**config.mk**
```make
export PLATFORM = sky130hd
export DESIGN_NAME = expression_shift_reduce_checker_core
export DESIGN_NICKNAME = d
export VERILOG_FILES = /design/src/hdl/esrc_pkg.sv /design/src/hdl/esrc_cell.sv /design/src/hdl/esrc_ctrl.sv /design/src/hdl/expression_shift_reduce_checker_core.sv
export SDC_FILE = /design/constraint.sdc
export NUM_CORES = 1
export LEC_CHECK = 0
export ABC_AREA = 1
export BUFFER_PORTS_ARGS = -buffer_cell sky130_fd_sc_hd__buf_2
export CAP_MARGIN = 20
export CORE_MARGIN = 2
export CORE_UTILIZATION = 34
export CTS_CLUSTER_SIZE = 24
export DETAILED_ROUTE_END_ITERATION = 8
export PLACE_DENSITY = 0.49
export SETUP_SLACK_MARGIN = 0.1
export SKIP_CTS_REPAIR_TIMING = 1
export SYNTH_ARGS = -nofsm -noshare
export SYNTH_HDL_FRONTEND = slang
export SYNTH_HIERARCHICAL = 1
export SYNTH_SLANG_ARGS = --single-unit
```
**constraint.sdc**
```tcl
create_clock -name aclk -period 8.3 [get_ports aclk]
set_input_delay 0.415 -clock aclk [delete_from_list [all_inputs] [get_ports aclk]]
set_output_delay 0.415 -clock aclk [all_outputs]
set_load 0.05 [all_outputs]
```
**src/hdl/esrc_pkg.sv**
```systemverilog
// shared types and constants of the expression shift-reduce checker
// no dependencies; imported by every module of the block
package esrc_pkg;

    localparam int unsigned STACK_DEPTH_DEF = 16;
    localparam int unsigned SYM_W           = 8;
    localparam int unsigned DEPTH_OUT_W     = 5;

    localparam logic [SYM_W-1:0] SYM_I      = 8'h69;
    localparam logic [SYM_W-1:0] SYM_D      = 8'h64;
    localparam logic [SYM_W-1:0] SYM_E      = 8'h45;
    localparam logic [SYM_W-1:0] SYM_PLUS   = 8'h2B;
    localparam logic [SYM_W-1:0] SYM_STAR   = 8'h2A;
    localparam logic [SYM_W-1:0] SYM_LPAREN = 8'h28;
    localparam logic [SYM_W-1:0] SYM_RPAREN = 8'h29;

    // one stack move, broadcast to every cell
    typedef struct packed {
        logic push;
        logic pop1;
        logic pop2;
    } esrc_op_t;

    // the three topmost cells, as seen by the control
    typedef struct packed {
        logic [SYM_W-1:0] sym2;
        logic [SYM_W-1:0] sym1;
        logic [SYM_W-1:0] sym0;
    } esrc_top_t;

endpackage

```
**src/hdl/esrc_cell.sv**
```systemverilog
// one stack cell: holds a symbol, moves down on push, up on reduce
// depends on esrc_pkg
module esrc_cell
    import esrc_pkg::*;
#(
    parameter bit HEAD = 1'b0
) (
    input  logic             aclk,
    input  esrc_op_t         op,
    input  logic [SYM_W-1:0] prev_sym,
    input  logic [SYM_W-1:0] next_sym,
    input  logic [SYM_W-1:0] next2_sym,
    output logic [SYM_W-1:0] sym
);

    logic [SYM_W-1:0] sym_reg;

    always_ff @(posedge aclk) begin
        if (op.push) begin
            sym_reg <= prev_sym;
        end else if (op.pop1) begin
            sym_reg <= HEAD ? SYM_E : next_sym;
        end else if (op.pop2) begin
            sym_reg <= HEAD ? SYM_E : next2_sym;
        end
    end

    assign sym = sym_reg;

endmodule

```
**src/hdl/esrc_ctrl.sv**
```systemverilog
// control: depth counter, overflow flag, rule match and result register
// depends on esrc_pkg
module esrc_ctrl
    import esrc_pkg::*;
#(
    parameter int unsigned STACK_DEPTH = STACK_DEPTH_DEF
) (
    input  logic                   aclk,
    input  logic                   aresetn,
    input  logic                   s_valid,
    output logic                   s_ready,
    input  logic                   s_last,
    input  esrc_top_t              top,
    output esrc_op_t               op,
    output logic                   m_valid,
    input  logic                   m_ready,
    output logic                   m_accept,
    output logic                   m_overflow,
    output logic [DEPTH_OUT_W-1:0] m_final_depth
);

    localparam int unsigned DW = $clog2(STACK_DEPTH + 1);

    typedef enum logic [0:0] {
        ST_IDLE,
        ST_REDUCE
    } state_t;

    state_t                 state_reg;
    logic [DW-1:0]          depth_reg;
    logic                   ovf_reg;
    logic                   last_reg;
    logic                   m_valid_reg;
    logic                   m_accept_reg;
    logic                   m_overflow_reg;
    logic [DEPTH_OUT_W-1:0] m_final_depth_reg;

    logic                   full;
    logic                   match_id;
    logic                   match_tri;
    logic                   emit;
    logic [DW+DEPTH_OUT_W-1:0] depth_ext;

    assign full = (depth_reg == DW'(STACK_DEPTH));

    assign match_id = (depth_reg >= DW'(2)) && (top.sym1 == SYM_I) && (top.sym0 == SYM_D);

    assign match_tri = (depth_reg >= DW'(3)) &&
        (((top.sym2 == SYM_E) && ((top.sym1 == SYM_PLUS) || (top.sym1 == SYM_STAR)) &&
          (top.sym0 == SYM_E)) ||
         ((top.sym2 == SYM_LPAREN) && (top.sym1 == SYM_E) && (top.sym0 == SYM_RPAREN)));

    // result registers are loaded in this cycle
    assign emit = (state_reg == ST_REDUCE) && !match_id && !match_tri && last_reg &&
                  (!m_valid_reg || m_ready);

    assign depth_ext = {{DEPTH_OUT_W{1'b0}}, depth_reg};

    assign s_ready = (state_reg == ST_IDLE);
    assign op.push = (state_reg == ST_IDLE) && s_valid && !full;
    assign op.pop1 = (state_reg == ST_REDUCE) && match_id;
    assign op.pop2 = (state_reg == ST_REDUCE) && !match_id && match_tri;

    always_ff @(posedge aclk) begin
        if (!aresetn) begin
            state_reg   <= ST_IDLE;
            depth_reg   <= '0;
            ovf_reg     <= 1'b0;
            m_valid_reg <= 1'b0;
        end else begin
            if (m_valid_reg && m_ready && !emit) begin
                m_valid_reg <= 1'b0;
            end
            case (state_reg)
                ST_IDLE: begin
                    if (s_valid) begin
                        last_reg <= s_last;
                        if (full) begin
                            ovf_reg <= 1'b1;
                        end else begin
                            depth_reg <= depth_reg + DW'(1);
                        end
                        state_reg <= ST_REDUCE;
                    end
                end
                ST_REDUCE: begin
                    if (match_id) begin
                        depth_reg <= depth_reg - DW'(1);
                    end else if (match_tri) begin
                        depth_reg <= depth_reg - DW'(2);
                    end else if (!last_reg) begin
                        state_reg <= ST_IDLE;
                    end else if (!m_valid_reg || m_ready) begin
                        m_valid_reg       <= 1'b1;
                        m_accept_reg      <= !ovf_reg && (depth_reg == DW'(1)) &&
                                             (top.sym0 == SYM_E);
                        m_overflow_reg    <= ovf_reg;
                        m_final_depth_reg <= depth_ext[DEPTH_OUT_W-1:0];
                        depth_reg         <= '0;
                        ovf_reg           <= 1'b0;
                        state_reg         <= ST_IDLE;
                    end
                end
                default: begin
                    state_reg <= ST_IDLE;
                end
            endcase
        end
    end

    assign m_valid       = m_valid_reg;
    assign m_accept      = m_accept_reg;
    assign m_overflow    = m_overflow_reg;
    assign m_final_depth = m_final_depth_reg;

endmodule

```
**src/hdl/expression_shift_reduce_checker_core.sv**
```systemverilog
// top level of the expression shift-reduce checker: control plus a row of stack cells
// depends on esrc_pkg, esrc_cell and esrc_ctrl
//
// Each request carries one byte of an expression string over the grammar
// E -> E+E | E*E | (E) | id. The stack is a row of STACK_DEPTH cells with the
// top in cell 0; a push moves every cell down one place, a reduction moves
// them up one or two places and loads 'E' into the top. An item is first
// shifted, then reduced once per rule that fits, and ends when the control
// finds that no rule fits; it tests the three top cells once per cycle and
// takes no new request until then. A push onto a full stack drops the byte
// and sets a sticky overflow flag that forces reject. The request marked last
// yields one result (accept, overflow, stack depth in 5 bits), after which the
// stack is emptied; it waits in the final cycle while an earlier result is
// still held. No clearing pass is needed after reset.
module expression_shift_reduce_checker_core
    import esrc_pkg::*;
#(
    parameter int unsigned STACK_DEPTH = STACK_DEPTH_DEF
) (
    input  logic                   aclk,
    input  logic                   aresetn,
    input  logic                   s_valid,
    output logic                   s_ready,
    input  logic [SYM_W-1:0]       s_symbol,
    input  logic                   s_last,
    output logic                   m_valid,
    input  logic                   m_ready,
    output logic                   m_accept,
    output logic                   m_overflow,
    output logic [DEPTH_OUT_W-1:0] m_final_depth
);

    esrc_op_t         op;
    esrc_top_t        top;
    logic [SYM_W-1:0] cell_sym [STACK_DEPTH];

    assign top.sym0 = cell_sym[0];
    assign top.sym1 = cell_sym[1];
    assign top.sym2 = cell_sym[2];

    esrc_ctrl #(
        .STACK_DEPTH(STACK_DEPTH)
    ) u_ctrl (
        .aclk          (aclk),
        .aresetn       (aresetn),
        .s_valid       (s_valid),
        .s_ready       (s_ready),
        .s_last        (s_last),
        .top           (top),
        .op            (op),
        .m_valid       (m_valid),
        .m_ready       (m_ready),
        .m_accept      (m_accept),
        .m_overflow    (m_overflow),
        .m_final_depth (m_final_depth)
    );

    for (genvar k = 0; k < STACK_DEPTH; k++) begin : g_cell
        logic [SYM_W-1:0] prev_sym;
        logic [SYM_W-1:0] next_sym;
        logic [SYM_W-1:0] next2_sym;

        if (k == 0) begin : g_head
            assign prev_sym = s_symbol;
        end else begin : g_body
            assign prev_sym = cell_sym[k-1];
        end

        if (k + 1 < STACK_DEPTH) begin : g_n1
            assign next_sym = cell_sym[k+1];
        end else begin : g_n1_tail
            assign next_sym = '0;
        end

        if (k + 2 < STACK_DEPTH) begin : g_n2
            assign next2_sym = cell_sym[k+2];
        end else begin : g_n2_tail
            assign next2_sym = '0;
        end

        esrc_cell #(
            .HEAD(k == 0)
        ) u_cell (
            .aclk      (aclk),
            .op        (op),
            .prev_sym  (prev_sym),
            .next_sym  (next_sym),
            .next2_sym (next2_sym),
            .sym       (cell_sym[k])
        );
    end

endmodule

```
==> results.cfg <==
[outcome]
outcome = finished, final reports clean

[floorplan]
fp.dieW_um = 170
ios = 22
die_h_um = 170
dieArea_um2 = 29000
initial_core_util = 0.348
core.rowCount = 60
core-area_um2 = 27000

[worst_setup_path]
cp.required_ns = 8.40
critPathLaunchType = flip-flop
end_kind = flip-flop
crit_type = flip-flop to flip-flop
r2r_end = g_cell[15].u_cell/sym[7]$_DFFE_PP_
cp_max_fo = 95
worstRegToRegCells = 10
crit_arrival_ns = 3.72
r2r_start = u_ctrl/depth_reg[2]$_SDFFE_PN0P_
reg2reg_slack_ns = 4.68

[timing]
tns_ns = 0
drv_slew = 0
setup_viol = 0
clock.fmax_mhz = 276
fin_skew_ns = 0.0144
tightest_slew_ns = 0.979
rsz0062_at_grt = false
finalHoldViolCount = 0
slew_headroom = 0.342
period_minus_slack_ns = 3.62
hold_slack_ns = 0.162
min_period_over_period = 0.437
setup_slack_ns = 4.68

[cts]
cts_buffers = 17
clk_pin_slew_ns = 0.06
htree_levels = 4
cts_tree = done
cts_max_path_buffers = 2
cts_root_buf = clkbuf_16
clock-sinks = 144
clock_latency_ns = 0.43

[finish]
num_antenna_cells = 0
fin_util = 0.381
final_nets = 1358
largest_register_ffs = 128
final-seq-area_um2 = 4240
area_growth_pct = 9.53
fin_area_um2 = 10300
fillers = 2900
multi_input_area_um2 = 3550
layout-drive-gt1-share = 0.153

[yosys]
synthCells = 1304
syn_area_um2 = 9400
ys_seq_area_frac = 0.451
ys_top_cells_by_area = edfxtp_1 43%, nand2_1 22%, inv_1 7.8%, nand3_1 7.1%, buf_6 3.7%
async_reset_ff_frac = 0
synthMostInstantiatedCell = nand2_1
yosysTopAreaCell = edfxtp_1
synth_cell_types = 29
netlist_top_cells_count = 551 x nand2_1, 196 x inv_1, 136 x edfxtp_1, 133 x nand3_1, 92 x inv_2
synth_ff_type = edfxtp_1
ys_ff_latch = 144
syn_area_per_cell_um2 = 7.21
yosys_warnings = 6
synth_top_area_frac = 0.434
synth_edf_count = 136

[grt]
use_met2 = 0.250
grt-busiest-layer = met2
antenna_found_initial = 0
grt_max_degree = 134
track_usage = 0.164
use_met3 = 0.0221
overflow = 0
use_met1 = 0.243
grt_pass1_wl_mm = 37.3
first_global_vias = 6958

[route]
vias = 7315
vias_per_cell = 4.33
post-route-drc-count = 0
wl_per_cell_um = 13.3
routed_wl_mm = 22.5
ant_nets = 0
drtIter0Drc = 490
dr.pass1.iters = 4

[hold_path]
hold_depth = 1
hold_path.class = input port to flip-flop
hold_end = u_ctrl/last_reg$_DFFE_PP_
holdCritStartpoint = s_last

[run]
maxCapViolCount = 0

[pwr]
cellPowerDensity_nw_per_um2 = 209
vdd_drop_max_v = 0.000114
p_leak_nw = 5.23

[place]
place_area_um2 = 9700
gp_routability_congestion = 0.792
io_buffers = 21
post-dp-hpwl_mm = 16.3
pre_cts_slack_ns = 4.75
[cell type report]
type / instances / area share
sequential: 144 / 0.412
clock buffer: 18 / 0.0417
tap: 341 / 0.0414
multi-input combinational: 833 / 0.345
clock inverter: 13 / 0.0160
timing repair buffer: 23 / 0.0129
inverter: 318 / 0.131
[placed cells by master (no fill, tap or decap), types with 2 or more instances in the layout]
| master | count |
|---|---|
| nand2_1 | 551 |
| inv_1 | 195 |
| edfxtp_1 | 136 |
| nand3_1 | 133 |
| inv_2 | 92 |
| nor2_1 | 64 |
| conb_1 | 24 |
| buf_2 | 21 |
| nand2_2 | 19 |
| clkinv_4 | 18 |
| clkbuf_16 | 17 |
| inv_6 | 17 |
| ha_1 | 8 |
| dfxtp_1 | 8 |
| nor2_4 | 6 |
| a21oi_1 | 6 |
| xor2_1 | 6 |
| o21ai_0 | 5 |
| clkinvlp_4 | 4 |
| bufinv_16 | 3 |
| clkinv_2 | 2 |
[logic make-up after synthesis]
| group | after synthesis | share of synthesized area |
|---|---|---|
| DFF | 144 | 0.451 |
| adders and majority gates | 8 | 0.0106 |
| buffers and inverters | 350 | 0.181 |
| other | 1 | 0.000399 |
| AOI/OAI and AO/OA | 15 | 0.00905 |
| and+or+nand+nor | 780 | 0.342 |
| xor gates and xnor gates | 6 | 0.00559 |
[critical path, stage by stage (launching register included)]
cell	delay, ns
dfxtp_1	0.50
inv_1	0.17
ha_1	0.25
nand3_2	0.09
nand2_2	0.07
nor2_4	0.18
nand2_2	0.12
inv_6	0.61
buf_4	0.77
nor2_1	0.12
nand2_1	0.29
[routing by layer]
metal	wire length, µm	part of all wire	vias up
met2	9810	0.44	111
met3	694	0.031	19
met4	306	0.014	0
li1	-	-	3943
met1	11700	0.52	3242
met5	0	0	-
[power breakdown]
group          switching (mW)  internal, mW
combinational           0.243         0.120
clock                   0.314         0.472
sequential             0.0883         0.914
total                   0.645          1.51
[worst max-delay path by stage]
stage | startpoint | end | slack, ns
final | u_ctrl/depth_reg[2]$_SDFFE_PN0P_ | g_cell[15].u_cell/sym[7]$_DFFE_PP_ | 4.68
after global routing | u_ctrl/depth_reg[1]$_SDFFE_PN0P_ | g_cell[14].u_cell/sym[2]$_DFFE_PP_ | 4.35
after CTS | u_ctrl/depth_reg[2]$_SDFFE_PN0P_ | g_cell[15].u_cell/sym[6]$_DFFE_PP_ | 4.71
after detailed placement | u_ctrl/depth_reg[2]$_SDFFE_PN0P_ | g_cell[15].u_cell/sym[7]$_DFFE_PP_ | 4.75
after global placement | u_ctrl/depth_reg[2]$_SDFFE_PN0P_ | g_cell[14].u_cell/sym[6]$_DFFE_PP_ | 4.78
after floorplan | u_ctrl/depth_reg[1]$_SDFFE_PN0P_ | g_cell[10].u_cell/sym[0]$_DFFE_PP_ | 5.65
[metrics by stage]
| step | power (mW) | std cells |
|---|---|---|
| floorplan | 1.28 | 1327 |
| global placement | 1.38 | 1659 |
| detailed placement | 1.38 | 1659 |
| CTS | 2.17 | 1690 |
| global route | 2.27 | 1690 |
| finish | 2.15 | 1690 |
Note: power is estimated with default switching activity, not from simulation.
